File: config.mk
export PLATFORM = sky130hd
export DESIGN_NAME = irpc_back_flat
export DESIGN_NICKNAME = d
export VERILOG_FILES = /design/src/rtl/irpc_pkg.sv /design/src/rtl/irpc_out_if.sv /design/src/rtl/irpc_back.sv /design/src/flat_wrapper.sv
export SDC_FILE = /design/constraint.sdc
export NUM_CORES = 1
export LEC_CHECK = 0
export BUFFER_PORTS_ARGS = -buffer_cell sky130_fd_sc_hd__buf_4
export CORE_MARGIN = 2
export CORE_UTILIZATION = 50
export DETAILED_ROUTE_END_ITERATION = 10
export GPL_TIMING_DRIVEN = 0
export PLACE_DENSITY_LB_ADDON = 0.12
export SLEW_MARGIN = 25
export SYNTH_ARGS = -nofsm -noshare
export SYNTH_HDL_FRONTEND = slang
export SYNTH_SLANG_ARGS = --single-unit
export TNS_END_PERCENT = 50
File: constraint.sdc
create_clock -name clk -period 9.2 [get_ports clk]
set_clock_uncertainty 0.05 [all_clocks]
set_input_delay 0.92 -clock clk [delete_from_list [all_inputs] [get_ports clk]]
set_output_delay 0.92 -clock clk [all_outputs]
set_load 0.01 [all_outputs]
File: src/rtl/irpc_pkg.sv
// irpc_pkg: shared types, codes, constants and crc-8 helpers for the pec retry checker
// used by irpc_front, irpc_queue, irpc_back and the top level; depends on nothing
`default_nettype none

package irpc_pkg;

	localparam int CHANNELS    = 8;
	localparam int QUEUE_DEPTH = 2;
	localparam int QUEUE_AW    = (QUEUE_DEPTH > 1) ? $clog2(QUEUE_DEPTH) : 1;
	localparam int QUEUE_CW    = $clog2(QUEUE_DEPTH + 1);

	localparam logic [7:0]  CRC_POLY     = 8'h07;
	localparam logic [7:0]  READ_BIT     = 8'h01;
	localparam logic [16:0] TEMP_OFFSET  = 17'd27315;
	localparam logic [7:0]  ADDR_RESET   = 8'd180;
	localparam logic [7:0]  CMD_RESET    = 8'd7;
	localparam logic [2:0]  RETRY_RESET  = 3'd2;

	typedef enum logic [1:0] {
		OP_SCAN      = 2'd0,
		OP_MUX_FAIL  = 2'd1,
		OP_READ_FAIL = 2'd2,
		OP_RESPONSE  = 2'd3
	} op_t;

	typedef enum logic [2:0] {
		ST_OK      = 3'd0,
		ST_INVALID = 3'd1,
		ST_MUX     = 3'd2,
		ST_READ    = 3'd3,
		ST_PEC     = 3'd4,
		ST_DATA    = 3'd5
	} status_t;

	typedef enum logic [7:0] {
		CFG_DEVICE_ADDR = 8'd0,
		CFG_COMMAND     = 8'd1,
		CFG_MAX_RETRIES = 8'd2
	} cfg_idx_t;

	typedef enum logic [1:0] {
		CLS_SCAN    = 2'd0,
		CLS_INVALID = 2'd1,
		CLS_FAIL    = 2'd2,
		CLS_GOOD    = 2'd3
	} cls_t;

	// classified item handed from front to back
	typedef struct packed {
		cls_t        cls;
		status_t     kind;
		logic [7:0]  channel;
		logic [14:0] raw;
		logic [7:0]  flags;
	} entry_t;

	function automatic logic [7:0] crc8_byte(input logic [7:0] crc, input logic [7:0] b);
		logic [7:0] c;
		c = crc ^ b;
		for (int k = 0; k < 8; k++) begin
			c = c[7] ? ({c[6:0], 1'b0} ^ CRC_POLY) : {c[6:0], 1'b0};
		end
		return c;
	endfunction

	// crc over write address, command and read address
	function automatic logic [7:0] crc8_prefix(input logic [7:0] addr, input logic [7:0] cmd);
		return crc8_byte(crc8_byte(crc8_byte(8'h00, addr), cmd), addr | READ_BIT);
	endfunction

endpackage

`default_nettype wire

File: src/rtl/irpc_out_if.sv
// irpc_out_if: valid/ready channel carrying one read result with scan aggregates
// no dependencies
`default_nettype none

interface irpc_out_if;
	logic               valid;
	logic               ready;
	logic [7:0]         result_channel;
	logic [2:0]         status;
	logic [2:0]         attempt_index;
	logic signed [16:0] temperature_centi;
	logic [14:0]        raw_value;
	logic [7:0]         attempt_error_flags;
	logic [7:0]         scan_failed_mask;
	logic [2:0]         scan_first_status;
	logic [7:0]         scan_first_channel;
	logic [7:0]         scan_error_flags;

	modport source (
		output valid, result_channel, status, attempt_index, temperature_centi, raw_value,
		       attempt_error_flags, scan_failed_mask, scan_first_status, scan_first_channel,
		       scan_error_flags,
		input  ready
	);
	modport sink (
		input  valid, result_channel, status, attempt_index, temperature_centi, raw_value,
		       attempt_error_flags, scan_failed_mask, scan_first_status, scan_first_channel,
		       scan_error_flags,
		output ready
	);
endinterface

`default_nettype wire

File: src/rtl/irpc_back.sv
// irpc_back: retry counting, scan aggregates and the registered result stage
// depends on irpc_pkg and irpc_out_if
`default_nettype none

module irpc_back (
	input  wire logic             clk,
	input  wire logic             arst_n,
	input  wire irpc_pkg::entry_t entry,
	input  wire logic             entry_valid,
	input  wire logic [2:0]       max_retries,
	output logic                  pop,
	irpc_out_if.source            result
);

	logic [2:0]        attempt_q, attempt_d;
	logic [7:0]        acc_flags_q, acc_flags_d;
	logic              scan_has_fail_q, scan_has_fail_d;
	irpc_pkg::status_t scan_first_kind_q, scan_first_kind_d;
	logic [7:0]        scan_first_chan_q, scan_first_chan_d;
	logic [7:0]        scan_fail_bits_q, scan_fail_bits_d;
	logic [7:0]        scan_flag_bits_q, scan_flag_bits_d;

	logic              emit;
	logic              note;
	logic              note_mask;
	logic [7:0]        note_flags;
	logic [7:0]        acc_or;
	irpc_pkg::status_t res_status;
	logic [2:0]        res_retry;
	logic [16:0]       res_temp;
	logic [14:0]       res_raw;
	logic [7:0]        res_flags;

	logic              out_valid_q;
	logic [7:0]        out_channel_q;
	logic [2:0]        out_status_q;
	logic [2:0]        out_retry_q;
	logic [16:0]       out_temp_q;
	logic [14:0]       out_raw_q;
	logic [7:0]        out_flags_q;
	logic [7:0]        out_mask_q;
	logic [2:0]        out_first_status_q;
	logic [7:0]        out_first_chan_q;
	logic [7:0]        out_scan_flags_q;

	assign pop = entry_valid && (!out_valid_q || result.ready);

	always_comb begin
		attempt_d         = attempt_q;
		acc_flags_d       = acc_flags_q;
		scan_has_fail_d   = scan_has_fail_q;
		scan_first_kind_d = scan_first_kind_q;
		scan_first_chan_d = scan_first_chan_q;
		scan_fail_bits_d  = scan_fail_bits_q;
		scan_flag_bits_d  = scan_flag_bits_q;
		emit              = 1'b0;
		note              = 1'b0;
		note_mask         = 1'b0;
		note_flags        = 8'd0;
		acc_or            = acc_flags_q | entry.flags;
		res_status        = irpc_pkg::ST_OK;
		res_retry         = attempt_q;
		res_temp          = 17'd0;
		res_raw           = 15'd0;
		res_flags         = acc_flags_q;

		unique case (entry.cls)
			irpc_pkg::CLS_SCAN: begin
				attempt_d         = 3'd0;
				acc_flags_d       = 8'd0;
				scan_has_fail_d   = 1'b0;
				scan_first_kind_d = irpc_pkg::ST_OK;
				scan_first_chan_d = 8'd0;
				scan_fail_bits_d  = 8'd0;
				scan_flag_bits_d  = 8'd0;
			end
			irpc_pkg::CLS_INVALID: begin
				attempt_d   = 3'd0;
				acc_flags_d = 8'd0;
				emit        = 1'b1;
				note        = 1'b1;
				res_status  = irpc_pkg::ST_INVALID;
				res_retry   = 3'd0;
				res_flags   = 8'd0;
			end
			irpc_pkg::CLS_FAIL: begin
				if (attempt_q >= max_retries) begin
					attempt_d   = 3'd0;
					acc_flags_d = 8'd0;
					emit        = 1'b1;
					note        = 1'b1;
					note_mask   = 1'b1;
					note_flags  = acc_or;
					res_status  = entry.kind;
					res_flags   = acc_or;
				end else begin
					attempt_d   = attempt_q + 3'd1;
					acc_flags_d = acc_or;
				end
			end
			irpc_pkg::CLS_GOOD: begin
				attempt_d   = 3'd0;
				acc_flags_d = 8'd0;
				emit        = 1'b1;
				res_temp    = {1'b0, entry.raw, 1'b0} - irpc_pkg::TEMP_OFFSET;
				res_raw     = entry.raw;
			end
			default: begin
				attempt_d = attempt_q;
			end
		endcase

		if (note) begin
			if (!scan_has_fail_q) begin
				scan_has_fail_d   = 1'b1;
				scan_first_kind_d = entry.kind;
				scan_first_chan_d = entry.channel;
			end
			if (note_mask) begin
				scan_fail_bits_d = scan_fail_bits_q | (8'd1 << entry.channel[2:0]);
			end
			scan_flag_bits_d = scan_flag_bits_q | note_flags;
		end
	end

	always_ff @(posedge clk or negedge arst_n) begin
		if (!arst_n) begin
			attempt_q         <= 3'd0;
			acc_flags_q       <= 8'd0;
			scan_has_fail_q   <= 1'b0;
			scan_first_kind_q <= irpc_pkg::ST_OK;
			scan_first_chan_q <= 8'd0;
			scan_fail_bits_q  <= 8'd0;
			scan_flag_bits_q  <= 8'd0;
			out_valid_q       <= 1'b0;
		end else begin
			if (pop) begin
				attempt_q         <= attempt_d;
				acc_flags_q       <= acc_flags_d;
				scan_has_fail_q   <= scan_has_fail_d;
				scan_first_kind_q <= scan_first_kind_d;
				scan_first_chan_q <= scan_first_chan_d;
				scan_fail_bits_q  <= scan_fail_bits_d;
				scan_flag_bits_q  <= scan_flag_bits_d;
			end
			if (pop && emit) begin
				out_valid_q <= 1'b1;
			end else if (result.ready) begin
				out_valid_q <= 1'b0;
			end
		end
	end

	// result payload
	always_ff @(posedge clk) begin
		if (pop && emit) begin
			out_channel_q      <= entry.channel;
			out_status_q       <= res_status;
			out_retry_q        <= res_retry;
			out_temp_q         <= res_temp;
			out_raw_q          <= res_raw;
			out_flags_q        <= res_flags;
			out_mask_q         <= scan_fail_bits_d;
			out_first_status_q <= scan_first_kind_d;
			out_first_chan_q   <= scan_first_chan_d;
			out_scan_flags_q   <= scan_flag_bits_d;
		end
	end

	assign result.valid               = out_valid_q;
	assign result.result_channel      = out_channel_q;
	assign result.status              = out_status_q;
	assign result.attempt_index       = out_retry_q;
	assign result.temperature_centi   = $signed(out_temp_q);
	assign result.raw_value           = out_raw_q;
	assign result.attempt_error_flags = out_flags_q;
	assign result.scan_failed_mask    = out_mask_q;
	assign result.scan_first_status   = out_first_status_q;
	assign result.scan_first_channel  = out_first_chan_q;
	assign result.scan_error_flags    = out_scan_flags_q;

endmodule

`default_nettype wire

File: src/flat_wrapper.sv
// flat-port wrapper written by rule: the top's interface ports become plain ports
module irpc_back_flat 
  (clk, arst_n, entry, entry_valid, max_retries, pop, result_valid, result_result_channel, result_status, result_attempt_index, result_temperature_centi, result_raw_value, result_attempt_error_flags, result_scan_failed_mask, result_scan_first_status, result_scan_first_channel, result_scan_error_flags, result_ready);
  irpc_out_if result_i ();
  input  wire logic clk;
  input  wire logic arst_n;
  input  wire irpc_pkg::entry_t entry;
  input  wire logic entry_valid;
  input  wire logic [2:0] max_retries;
  output logic pop;
  output wire logic [$bits(result_i.valid)-1:0] result_valid;
  output wire logic [$bits(result_i.result_channel)-1:0] result_result_channel;
  output wire logic [$bits(result_i.status)-1:0] result_status;
  output wire logic [$bits(result_i.attempt_index)-1:0] result_attempt_index;
  output wire logic [$bits(result_i.temperature_centi)-1:0] result_temperature_centi;
  output wire logic [$bits(result_i.raw_value)-1:0] result_raw_value;
  output wire logic [$bits(result_i.attempt_error_flags)-1:0] result_attempt_error_flags;
  output wire logic [$bits(result_i.scan_failed_mask)-1:0] result_scan_failed_mask;
  output wire logic [$bits(result_i.scan_first_status)-1:0] result_scan_first_status;
  output wire logic [$bits(result_i.scan_first_channel)-1:0] result_scan_first_channel;
  output wire logic [$bits(result_i.scan_error_flags)-1:0] result_scan_error_flags;
  input wire logic [$bits(result_i.ready)-1:0] result_ready;
  assign result_valid = result_i.valid;
  assign result_result_channel = result_i.result_channel;
  assign result_status = result_i.status;
  assign result_attempt_index = result_i.attempt_index;
  assign result_temperature_centi = result_i.temperature_centi;
  assign result_raw_value = result_i.raw_value;
  assign result_attempt_error_flags = result_i.attempt_error_flags;
  assign result_scan_failed_mask = result_i.scan_failed_mask;
  assign result_scan_first_status = result_i.scan_first_status;
  assign result_scan_first_channel = result_i.scan_first_channel;
  assign result_scan_error_flags = result_i.scan_error_flags;
  assign result_i.ready = result_ready;
  irpc_back u_core (.clk(clk), .arst_n(arst_n), .entry(entry), .entry_valid(entry_valid), .max_retries(max_retries), .pop(pop), .result(result_i));
endmodule
# After elaboration in Yosys (flattened, before gate mapping)
# Index checks and enable logic that the tools add are counted.
[op_classes] add_sub_neg=2 multipliers=0 div=0 n_lt_le_gt_ge=1 eq_ne=3 shift=1 n_mux=30 bitwise=3 reduce_logical=8
[ops] cell="two-way mux 8 bit" n=12
[ops] cell="case mux 8 bit (2 select lines)" n=2
[ops] cell="OR 8 bit" n=3
[ops] cell="subtractor 16 x 15 -> 17 bit (second input constant)" n=1
[ops] cell="two-way mux 3 bit" n=5
[ops] cell="case mux 3 bit (2 select lines)" n=2
[ops] cell="<< shifter 1 x 3 -> 8 bit (first input constant)" n=1
[ops] cell="two-way mux 1 bit" n=7
[ops] cell="equality test 2 bit (second input constant)" n=2
[ops] cell="case mux 1 bit (2 select lines)" n=2
[ops] cell="adder 3 x 1 -> 3 bit (second input constant)" n=1
[ops] cell="greater-or-equal comparator 3 bit" n=1
[ops] cell="OR reduction 3 bit" n=1
[ops] cell="equality test 2 x 1 -> 1 bit (second input constant)" n=1
[ops] cell="logical AND 1 bit" n=2
[ops] cell="logical NOT 2 bit" n=1
[ops] cell="nonzero test 2 bit" n=1
[ops] cell="OR reduction 2 bit" n=1
[ops] cell="logical NOT 1 bit" n=1
[ops] cell="logical OR 1 bit" n=1
[word_totals] ff_bits=121 latchBits=0 ram_bits=0 mem_bits_ro=0 inputBits=43 output_inout_bits=83 word_cells=66 memories=0

# Depth between registers and ports, before layout
# Gate-level depths: netlist of run 1.
[logic_depth] word_depth=5 mapped_depth=9 depth_no_buf=7

# Worst setup path after synthesis of run 1
# No wires, ideal clock.
[synth_timing] path_type="input port to flip-flop" from="input max_retries[2]" to="register u_core.out_flags_q[0] (netlist: u_core.result.attempt_error_flags[0]), enable pin" arrival_ns=7.166 required_ns=8.534 setup_slack_ns=1.368 stages=7 path_buffers=0 path_cell_list="inv_1 ha_1 a21o_1 a31o_2 a21oi_1 nor2b_1 nor3_1"
[synth_between] elab_chain_cells=4
[synth_rtl] item="start: declaration" line="flat_wrapper.sv:9" rtl="input wire logic [2:0] max_retries;"
[synth_rtl] item="greater-or-equal comparator 3 bit" line="irpc_back.sv:87" rtl="if (attempt_q >= max_retries) begin"
[synth_rtl] item="two-way mux 1 bit" line="irpc_back.sv:87"
[synth_rtl] item="case mux 1 bit (2 select lines)" line="irpc_back.sv:67" rtl="unique case (entry.cls)"
[synth_rtl] item="logical AND 1 bit" line="irpc_back.sv:156" rtl="if (pop && emit) begin"
[synth_rtl] item="end signal: assignment" line="irpc_back.sv:162" rtl="out_flags_q <= res_flags;"
[synth_rtl] item="end: declaration" line="irpc_back.sv:40" rtl="logic [7:0] out_flags_q;"
# No other way between the ends.
# A chain may end at the register's enable or synchronous reset.

# Worst setup path after layout of run 1
[layout_timing] from="input result_ready" to="output pop"
[layout_between] elab_chain_cells=2
[layout_rtl] item="start: declaration" line="flat_wrapper.sv:22" rtl="input wire logic [$bits(result_i.ready)-1:0] result_ready;"
[layout_rtl] item="logical OR 1 bit" line="irpc_back.sv:46" rtl="assign pop = entry_valid && (!out_valid_q || result.ready);"
[layout_rtl] item="logical AND 1 bit" line="irpc_back.sv:46"
[layout_rtl] item="end: declaration" line="flat_wrapper.sv:10" rtl="output logic pop;"
# No other way between the ends.

==> out/results.ini, run 1 <==
[routing]
ant_nets=0
drc_errors=0
route.vias.total=3839
drt_iter0_drc=227
wire_per_inst_um=15.67
drt_pre_antenna_iters=4
via_per_inst=5.259
routed_wirelength_mm=11.44

[logic_synthesis]
async_reset_ff_share_pct=33.33
ys_ff_latch=120
syn_nets=479
ys_types=38
synth.cell_area_um2=5170
yosys_warnings=0
syn_inst=427
syn_area_per_cell_um2=12.11
yosysSeqAreaShare_pct=65.83
synthFlopType=edfxtp_1
synth_edf_count=80

[critical_path]
crit_required_ns=8.23
crit_slowest_cell=clkbuf_1
crit_arrival_ns=2.48
worstPathMaxFanout=10
critPathLaunchType=primary input
end_kind=output pin
cpPeakStageDelay_ns=0.44
crit_chain=buf_4 > nand2b_1 > nand2_1 > inv_1 > clkbuf_1 > clkbuf_1 > buf_4
worst-setup-path-type=primary input to output pin

[pwr]
power.switching_uw=329.7
p_int_mw=1.082
vdd_drop_max_uv=112.1
p_leak_nw=2.942
pwr-share-seq_pct=45.2
swShare_pct=23.35
power_density_nw_per_um2=204.2
p_comb_share_pct=11.6
power_frac_clock_pct=43.2
power_mw=1.412

[sta]
period_needed_ns=3.452
maxSlewHeadroom_pct=52.53
worstMarginPinSlew_ns=0.7082
setup_viol=0
max_freq_mhz=289.7
holdWs_ns=0.3437
period_share_pct=37.52
setup_ws_ns=5.748
setup_tns_ns=0
rsz0062_at_grt=no
hold_viol_final=0
drv_slew=0

[cells_and_area]
diodes=0
postLayoutCellArea_um2=6914
final_core_util_pct=67.89
fin_cells=730
fin_nets=633
area.growth.synth_to_final_pct=33.74
final_layout_size_suffix_gt1_share_pct=29.12

[die]
rows=37
die_y_um=105.7
start_util_pct=50.76
die_area_um2=11170
die_w_um=105.7
ios=126
core_um2=10180

[cts]
postCtsSetupRepairBufs=0
cts_buffer_depth=2
hold_buffers=0
cts_resized=0
cts_made_buffers=17
cts_root_buf=clkbuf_8
cts_tree=done
htree_num_levels=4
clock_latency_ns=0.51
path_clk_slew_ns=0.06
numClockSinks=120

[placement]
gp_congestion=0.7818
dp.cells=698
dp_hpwl_mm=8.001
placed_area_um2=6366
place_ws_ns=5.557
io_buffer_count=125

[global_routing]
grt_pass1_vias=3709
antenna_found_initial=0
grt_first_pass_wirelength_mm=18.57
grt_max_degree=41
track_usage_pct=21.36
grt_overflow=0

[hold_path]
hp-class=primary input to async pin

[job]
maxCapViolCount=0

[outcome]
status=finished clean

placed cells by master (no fill, tap or decap), drive strengths merged, types with 4 or more instances in the layout:
cell type  synthesis  routed
nor2b              8       8
buf                6     141
nand2             32      32
ha                 9       9
clkinv             0       4
nor2              51      51
clkbuf            14      37
edfxtp            80      80
nand3             13      13
a21oi             22      22
o21a               8       8
and2              26      26
inv               12      12
a31oi              5       5
o21ai             29      29
dfrtp             40      40
o2bb2ai            8       8
a32o               4       4
nor3               5       5
xnor2              6       6
nand2b            16      16
a41oi              5       5
registers in the layout (all words and copies together) (netlist names), 3 cells and up:
name / cells
u_core.result.temperature_centi: 16
u_core.result.raw_value: 15
u_core.acc_flags_q: 8
u_core.result.attempt_error_flags: 8
u_core.result.result_channel: 8
u_core.result.scan_error_flags: 8
u_core.result.scan_failed_mask: 8
u_core.result.scan_first_channel: 8
u_core.scan_fail_bits_q: 8
u_core.scan_first_chan_q: 8
u_core.scan_flag_bits_q: 8
u_core.attempt_q: 3
u_core.result.attempt_index: 3
u_core.result.scan_first_status: 3
u_core.result.status: 3
u_core.scan_first_kind_q: 3
cells by family (layout without fill, tap and decap cells):
| logic type | count (synthesis) | in the layout | share of synthesized area (%) |
|---|---|---|---|
| muxes | 1 | 1 | 0.2178 |
| xor gates and xnor gates | 9 | 9 | 1.525 |
| adders and majority gates | 9 | 9 | 2.178 |
| DFF | 120 | 120 | 65.83 |
| and+or+nand+nor | 157 | 157 | 14.67 |
| buffers and inverters | 32 | 199 | 2.517 |
| AOI/OAI and AO/OA | 99 | 99 | 13.07 |
path summary, 6_finish.rpt:
kind	end	depth (start not counted)	start	slack, ns
setup / recovery	pop	7	result_ready	5.75
hold / removal	u_core.acc_flags_q[5]$_DFFE_PN0P_	1	arst_n	0.34
setup reg to reg	u_core.result.raw_value[11]$_SDFFCE_PN0P_	11	u_core.attempt_q[0]$_DFFE_PN0P_	6.13
hold reg to reg	u_core.scan_flag_bits_q[0]$_DFFE_PN0P_	1	u_core.scan_flag_bits_q[0]$_DFFE_PN0P_	0.44
max in group asynchronous	u_core.scan_fail_bits_q[0]$_DFFE_PN0P_	1	arst_n	8.38
min in group clk	u_core.scan_flag_bits_q[0]$_DFFE_PN0P_	1	u_core.scan_flag_bits_q[0]$_DFFE_PN0P_	0.44
layout make-up:
| cell class | instances | area [um^2] |
|---|---|---|
| clock buffers | 23 | 446.7 |
| plain buffers | 20 | 85.08 |
| repair buffers | 135 | 1021 |
| flip-flops and latches | 120 | 3403 |
| inverters | 12 | 45.04 |
| well taps | 136 | 170.2 |
| fillers | 800 | 3271 |
| multi-input cells | 275 | 1642 |
| clock inverters | 9 | 101.3 |
critical path: cells and delay by family:
family / cells / cell delay [ns]
buffers and inverters: 5 / 1.30
and+or+nand+nor: 2 / 0.26
cell usage after synthesis (9+ instances only):
| cell | n | area share (%) |
|---|---|---|
| edfxtp_1 | 80 | 46 |
| nor2_1 | 51 | 3.7 |
| dfrtp_1 | 40 | 19 |
| nand2_1 | 32 | 2.3 |
| and2_1 | 26 | 3.1 |
| a21oi_1 | 22 | 2.1 |
| nand2b_1 | 16 | 1.9 |
| o21ai_0 | 15 | 1.5 |
| clkbuf_1 | 14 | 1.0 |
| o21ai_1 | 14 | 1.4 |
| nand3_1 | 13 | 1.3 |
| inv_1 | 12 | 0.87 |
| ha_1 | 9 | 2.2 |
routing by layer:
metal	wire (um)	GRT usage, %	vias up
met5	0	0	-
met4	147	9.398	0
met3	648	4.947	14
met2	5667	34.47	113
met1	4978	27.74	1863
li1	-	-	1849
power groups by stage:
| stage | clock network, mW | registers, mW | logic [mW] |
|---|---|---|---|
| finish | 0.610 | 0.638 | 0.164 |
| global route | 0.638 | 0.642 | 0.182 |
| CTS | 0.617 | 0.638 | 0.165 |
| detailed placement | 0 | 0.648 | 0.164 |
| global placement | 0 | 0.652 | 0.154 |
| floorplan | 0 | 0.657 | 0.0789 |
Power figures use the tool's default switching activity.
==> run 2: changes to the inputs <==
Settings changed: ABC_AREA set to 1.
Clock period 9.2 ns to 3.45 ns, I/O delays scaled along.
==> run 2 against run 1 <==
Clock-buffer cell count rose by 3. Non-clock buffer count up 2. Largest power group unchanged. Critical endpoint is now u_core.result.scan_error_flags[4]$_DFFE_PP_. Synthesized cell count is 42% higher. Total power grew to 2.8 times the previous value. Cell count increased by 25%. Sequential share of layout area fell by 3.2 points. Synthesized area rose by 8.5%. Setup slack lost 5.1 ns. Register-to-register slack got worse by 5.4 ns. Clock power grew to 2.6 times the previous value.
==> out/results.ini, run 2 <==
[outcome]
status=finished clean

[die]
rows=38  ; +2.7%
die_area_um2=12090  ; +8.2%
ios=126  ; unchanged
die_y_um=109.9  ; +4.0%
die_w_um=109.9  ; +4.0%
start_util_pct=51.54  ; +0.78 points
core_um2=10890  ; +6.9%

[cells_and_area]
final_layout_size_suffix_gt1_share_pct=22.87  ; -6.3 points
diodes=0  ; unchanged
final_common_cell=nand2_1
final_cell_mix=nand2_1, buf_4, inv_1
final_core_util_pct=67.94  ; about the same
largest_reg_flops=16  ; unchanged
fin_nets=814  ; +29%
fin_cells=914  ; +25%
area.growth.synth_to_final_pct=31.82

[critical_path]
critPathLaunchType=register
crit_start=u_core.attempt_q[2]$_DFFE_PN0P_
end_kind=register
worstPathMaxFanout=28  ; +18
crit_path_end=u_core.result.scan_error_flags[4]$_DFFE_PP_
r2r-start=u_core.attempt_q[2]$_DFFE_PN0P_
crit_arrival_ns=2.92  ; +0.44 ns
worst-setup-path-type=register to register
ff2ff_setup_slack_ns=0.69  ; -5.44 ns
reg2reg_to=u_core.result.scan_error_flags[4]$_DFFE_PP_
crit_required_ns=3.61  ; -4.62 ns
r2r_cells=13  ; +2

[logic_synthesis]
syn_nets=659  ; +38%
syn_inst=607  ; +42%
synth_most_common_cell=nand2_1
synth_area_leaders=edfxtp_1, dfrtp_1, nand2_1
synth_top_area_share_pct=42.81  ; -3.7 points
synth.largest_area_cell=edfxtp_1
ys_ff_latch=120  ; unchanged
synth.cell_area_um2=5612  ; +8.5%
yosys_warnings=0  ; unchanged
synth_edf_count=80  ; unchanged
async_reset_ff_share_pct=33.33  ; unchanged
ys_types=29  ; -24%
yosysSeqAreaShare_pct=60.65  ; -5.2 points
syn_area_per_cell_um2=9.245  ; -24%
synthFlopType=edfxtp_1
synth.cells.most_frequent=nand2_1, inv_1, edfxtp_1

[routing]
drt_iter0_drc=389  ; +71%
routed_wirelength_mm=13.48  ; +18%
drt_pre_antenna_iters=5  ; +1
via_per_inst=5.137  ; -2.3%
route.vias.total=4695  ; +22%
wire_per_inst_um=14.75  ; -5.9%
ant_nets=0  ; unchanged
drc_errors=0  ; unchanged

[global_routing]
antenna_found_initial=0  ; unchanged
grt_overflow=0  ; unchanged
track_usage_pct=23.42  ; +2.1 points
grt_first_pass_wirelength_mm=21.35  ; +15%
grt_pass1_vias=4451  ; +20%
grt_max_degree=41  ; unchanged

[placement]
dp_hpwl_mm=9.322  ; +17%
dp.cells=874  ; +25%
gp_congestion=0.8842  ; +13%
io_buffer_count=124  ; -0.80%
place_ws_ns=0.6261  ; -4.931 ns

[cts]
htree_num_levels=4  ; unchanged
cts_buffer_depth=2  ; unchanged
cts_tree=done
clock_latency_ns=0.51  ; about the same
cts_made_buffers=17  ; unchanged
cts_root_buf=clkbuf_8
postCtsSetupRepairBufs=0  ; unchanged
path_clk_slew_ns=0.06  ; about the same
numClockSinks=120  ; unchanged
cts_resized=0  ; unchanged
hold_buffers=9  ; +9

[sta]
maxSlewHeadroom_pct=64.46  ; +12 points
setup_ws_ns=0.6865  ; -5.062 ns
rsz0062_at_grt=no
drv_slew=0  ; unchanged
period_needed_ns=2.764
worstMarginPinSlew_ns=0.5331  ; -0.1751 ns
holdWs_ns=0.04144  ; -0.3022 ns
setup_viol=0  ; unchanged
period_share_pct=80.10
max_freq_mhz=361.9
hold_viol_final=0  ; unchanged

[job]
maxCapViolCount=0  ; unchanged

[pwr]
vdd_drop_max_uv=329.6  ; +190%
power_mw=3.948  ; +180%
p_leak_nw=3.516  ; +20%
power_density_nw_per_um2=533.7  ; +160%

[hold_path]
hp-class=primary input to register

-- run 2: changes by cell type after synthesis, sizes merged, moves of 8 or more --
| cell | change |
|---|---|
| clkbuf | -8 |
| and2 | -26 |
| o2bb2ai | -8 |
| buf | +9 |
| inv | +87 |
| o21a | -8 |
| nand3 | +29 |
| nand2b | -16 |
| nand2 | +136 |
| o21ai | +28 |
| nor2b | -8 |
-- run 2: power by group --
part           internal [mW]  leakage, nW  total, mW  switching, mW
clock                   1.00        0.260       1.59          0.587
sequential              1.68         1.29       1.73         0.0494
combinational          0.238         1.97      0.627          0.389
total                   2.92         3.52       3.95           1.03
-- run 2: how the worst min path moves through the flow --
stage / start / end / slack, ns / depth (start not counted)
after global routing: entry[0] / u_core.acc_flags_q[0]$_DFFE_PN0P_ / 0.04 / 3
after CTS: entry[10] / u_core.result.raw_value[2]$_SDFFCE_PN0P_ / 0.03 / 3
after global placement: arst_n / u_core.scan_fail_bits_q[5]$_DFFE_PN0P_ / 0.31 / 1
after detailed placement: arst_n / u_core.scan_fail_bits_q[5]$_DFFE_PN0P_ / 0.32 / 1
final: entry[6] / u_core.acc_flags_q[6]$_DFFE_PN0P_ / 0.04 / 3
after floorplan: arst_n / u_core.acc_flags_q[0]$_DFFE_PN0P_ / -0.0006 / 0
-- run 2: through the flow --
stage | cell area [um^2] | TNS (ns)
after floorplan | 5619 | 0
after global placement | 6725 | -16.13
after detailed placement | 6780 | 0
after CTS | 7397 | 0
after global routing | 7397 | 0
final | 7397 | 0
-- run 2: worst max-delay path, stage by stage (launching register included) --
cell and delay [ns]:
dfrtp_1 0.41, ha_1 0.33, nand2_1 0.06, inv_1 0.04, nand2_1 0.05, nand2_2 0.11, nand2_4 0.08, nand2_2 0.08
buf_6 0.15, buf_8 0.15, nor2_1 0.08, nor2_4 0.40, buf_12 0.25, buf_12 0.21
-- run 2: logic make-up (layout without fill, tap and decap cells) --
family / count (synthesis) / after routing / share of synthesized area, %
xor gates and xnor gates: 1 / 1 / 0.1561
and+or+nand+nor: 262 / 262 / 19.18
DFF: 120 / 120 / 60.65
adders and majority gates: 9 / 9 / 2.007
AOI/OAI and AO/OA: 95 / 95 / 9.231
buffers and inverters: 120 / 287 / 8.785
-- run 2: final cells by class --
class                   count  area, um^2
clock buffers              26       478.0
inverters                  99       371.6
flip-flops and latches    120        3403
well taps                 140       175.2
plain buffers              21       121.4
repair buffers            136        1076
multi-input cells         367        1723
clock inverters             5       48.80
fillers                   852        3491
-- run 2: metal layers --
layer	vias to the layer above	track usage, %	share of wire, %	wire, um
met5	-	0	0	0
met4	0	9.132	1.1	153
met3	22	5.750	7.7	1044
met2	194	38.21	49	6608
met1	2192	30.11	42	5674
li1	2287	-	-	-
==> run 3: changes to the inputs <==
Settings changed: CORE_UTILIZATION 50 to 49.
Clock period 3.45 ns to 2.4 ns, I/O delays scaled along.
==> run 3 against run 2 <==
Maximum frequency is 20% higher. Via count grew 2.2%. Setup slack worse by 0.58 ns. Sequential power grew 44%. Critical path depth increased by 1. First-iteration DRC count down 25%. Hold slack improved by 0.0040 ns. Flip-flop and latch count stayed put. Sequential share of layout area is 1.5 points lower. Wire length rose by 2.0%.
==> out/results.ini, run 3 (synthesis gave the netlist of run 2 again) <==
[placement]
dp_hpwl_mm=9.447  ; +1.3%
io_buffer_count=124  ; unchanged
gp_congestion=0.8305  ; -6.1%

[cts]
numClockSinks=120  ; unchanged
cts_buffer_depth=2  ; unchanged
path_clk_slew_ns=0.05  ; about the same
clock_latency_ns=0.41  ; -0.10 ns
htree_num_levels=4  ; unchanged
cts_made_buffers=17  ; unchanged
cts_tree=done
cts_root_buf=clkbuf_16

[critical_path]
reg2reg_to=u_core.result.status[1]$_DFFE_PP_
r2r-start=u_core.attempt_q[0]$_DFFE_PN0P_
worst-setup-path-type=register to register
worstPathMaxFanout=19  ; -32%
end_kind=register
r2r_cells=14  ; +1
crit_required_ns=2.46  ; -1.15 ns
crit_arrival_ns=2.36  ; -0.56 ns
ff2ff_setup_slack_ns=0.11  ; -0.58 ns
critPathLaunchType=register

[die]
die_w_um=111.0  ; +0.98%
core_um2=11270  ; +3.5%
die_y_um=111.0  ; +0.98%
start_util_pct=49.78  ; -1.8 points
die_area_um2=12320  ; +2.0%
rows=39  ; +2.6%
ios=126  ; unchanged

[global_routing]
grt_pass1_vias=4708  ; +5.8%
grt_first_pass_wirelength_mm=22.26  ; +4.3%
antenna_found_initial=0  ; unchanged
track_usage_pct=22.84  ; -0.58 points
grt_overflow=0  ; unchanged
grt_max_degree=41  ; unchanged

[cells_and_area]
area.growth.synth_to_final_pct=36.12
diodes=0  ; unchanged
final_layout_size_suffix_gt1_share_pct=24.62  ; +1.7 points
final_common_cell=nand2_1
largest_reg_flops=16  ; unchanged
final_core_util_pct=67.77  ; -0.17 points
fin_nets=819  ; +0.61%
final_cell_mix=nand2_1, buf_4, inv_1

[pwr]
power_mw=6.151  ; +56%
power.switching_mw=1.506  ; +47%
p_leak_nw=3.612  ; +2.7%
power_frac_clock_pct=44.1  ; +3.9 points
vdd_drop_max_uv=459.5  ; +39%
pwr-share-seq_pct=40.5  ; -3.4 points
p_comb_share_pct=15.4  ; -0.5 points
power_density_nw_per_um2=805.2  ; +51%
p_int_mw=4.644  ; +59%
swShare_pct=24.49  ; -1.5 points

[hold_path]
hold_path_depth=3  ; unchanged
min_from=entry[3]
hp-class=primary input to register
hold_path_end=u_core.acc_flags_q[3]$_DFFE_PN0P_

[routing]
drt_iter0_drc=290  ; -25%
drc_errors=0  ; unchanged
drt_pre_antenna_iters=5  ; unchanged
ant_nets=0  ; unchanged
wire_per_inst_um=14.90  ; +1.0%
via_per_inst=5.199  ; +1.2%
routed_wirelength_mm=13.75  ; +2.0%
route.vias.total=4799  ; +2.2%

[outcome]
status=finished clean

[sta]
drv_slew=0  ; unchanged
period_needed_ns=2.294  ; -0.4696 ns
rsz0062_at_grt=no
period_share_pct=95.58  ; +15 points
setup_viol=0  ; unchanged
hold_viol_final=0  ; unchanged
max_freq_mhz=435.9  ; +20%
worstMarginPinSlew_ns=0.5638  ; +0.03072 ns
maxSlewHeadroom_pct=62.41  ; -2.0 points

[job]
maxCapViolCount=0  ; unchanged

[run 3: area by class of cell]
| type | instances | area [um^2] |
|---|---|---|
| repair buffers | 141 | 1169 |
| plain buffers | 21 | 125.1 |
| flip-flops and latches | 120 | 3403 |
| multi-input cells | 367 | 1763 |
| clock buffers | 22 | 454.2 |
| fillers | 867 | 3633 |
| well taps | 143 | 178.9 |
| inverters | 99 | 371.6 |
| clock inverters | 10 | 173.9 |
[run 3: worst max-delay path by stage]
stage | from | to | slack [ns]
6_report | u_core.attempt_q[0]$_DFFE_PN0P_ | u_core.result.status[1]$_DFFE_PP_ | 0.11
5_1_grt | u_core.attempt_q[0]$_DFFE_PN0P_ | u_core.result.temperature_centi[13]$_SDFFCE_PN0P_ | 0.001
4_1_cts | u_core.attempt_q[0]$_DFFE_PN0P_ | u_core.result.scan_first_status[2]$_DFFE_PP_ | 0.005
3_5_place_dp | u_core.attempt_q[2]$_DFFE_PN0P_ | u_core.result.attempt_error_flags[5]$_DFFE_PP_ | -0.46
3_3_place_gp | u_core.attempt_q[2]$_DFFE_PN0P_ | u_core.result.attempt_error_flags[3]$_DFFE_PP_ | -1.19
2_1_floorplan | u_core.attempt_q[2]$_DFFE_PN0P_ | u_core.result.attempt_error_flags[0]$_DFFE_PP_ | -0.59
[run 3: timing repair]
action | CTS | global route
endpoints found under the hold margin | 48 | 0
hold buffers | 9 | 0
buffers inserted | 3 | 1
cloned | 1 | 1
gates resized for setup | 0 | 12
endpoints found under the setup margin | 56 | 74
pin swaps | 1 | 4
[run 3: metrics by stage]
| stage | std cells | hold WS (ns) | setup TNS, ns | setup WS (ns) | instance area, um^2 |
|---|---|---|---|---|---|
| 6_report | 923 | 0.04541 | 0 | 0.1061 | 7639 |
| 3_5_place_dp | 878 | 0.2138 | -16.52 | -0.4605 | 6859 |
| 3_3_place_gp | 874 | 0.2079 | -94.63 | -1.188 | 6749 |
| 4_1_cts | 921 | 0.02985 | 0 | 0.005018 | 7577 |
| 5_1_grt | 923 | 0.03945 | 0 | 0.001251 | 7639 |
| 2_1_floorplan | 607 | -0.1056 | -47.51 | -0.5938 | 5639 |
[run 3: worst max-delay path, stage by stage, from the launching register on]
cell	delay (ns)
dfrtp_1	0.37
inv_2	0.07
ha_4	0.26
inv_2	0.02
nand2_1	0.05
nand2_1	0.06
nand2_2	0.10
nand2_4	0.09
nand2_4	0.07
buf_8	0.14
buf_8	0.15
nor2_4	0.05
nor2_4	0.14
clkbuf_16	0.18
clkbuf_16	0.19
[run 3: metal layers]
metal / GRT usage [%] / vias up / share of wire, %
met4: 9.547 / 0 / 2.3
met3: 6.725 / 29 / 7.1
met5: 0 / - / 0
met1: 29.13 / 2262 / 41
met2: 36.77 / 211 / 49
li1: - / 2297 / -
[run 3: power by group through the flow]
| stage | clock network, mW | logic (mW) | registers (mW) |
|---|---|---|---|
| after detailed placement | 0 | 0.905 | 2.53 |
| after global placement | 0 | 0.845 | 2.52 |
| after floorplan | 0 | 0.481 | 2.56 |
| after global routing | 2.84 | 1.05 | 2.51 |
| final | 2.72 | 0.944 | 2.49 |
| after CTS | 2.76 | 0.923 | 2.49 |
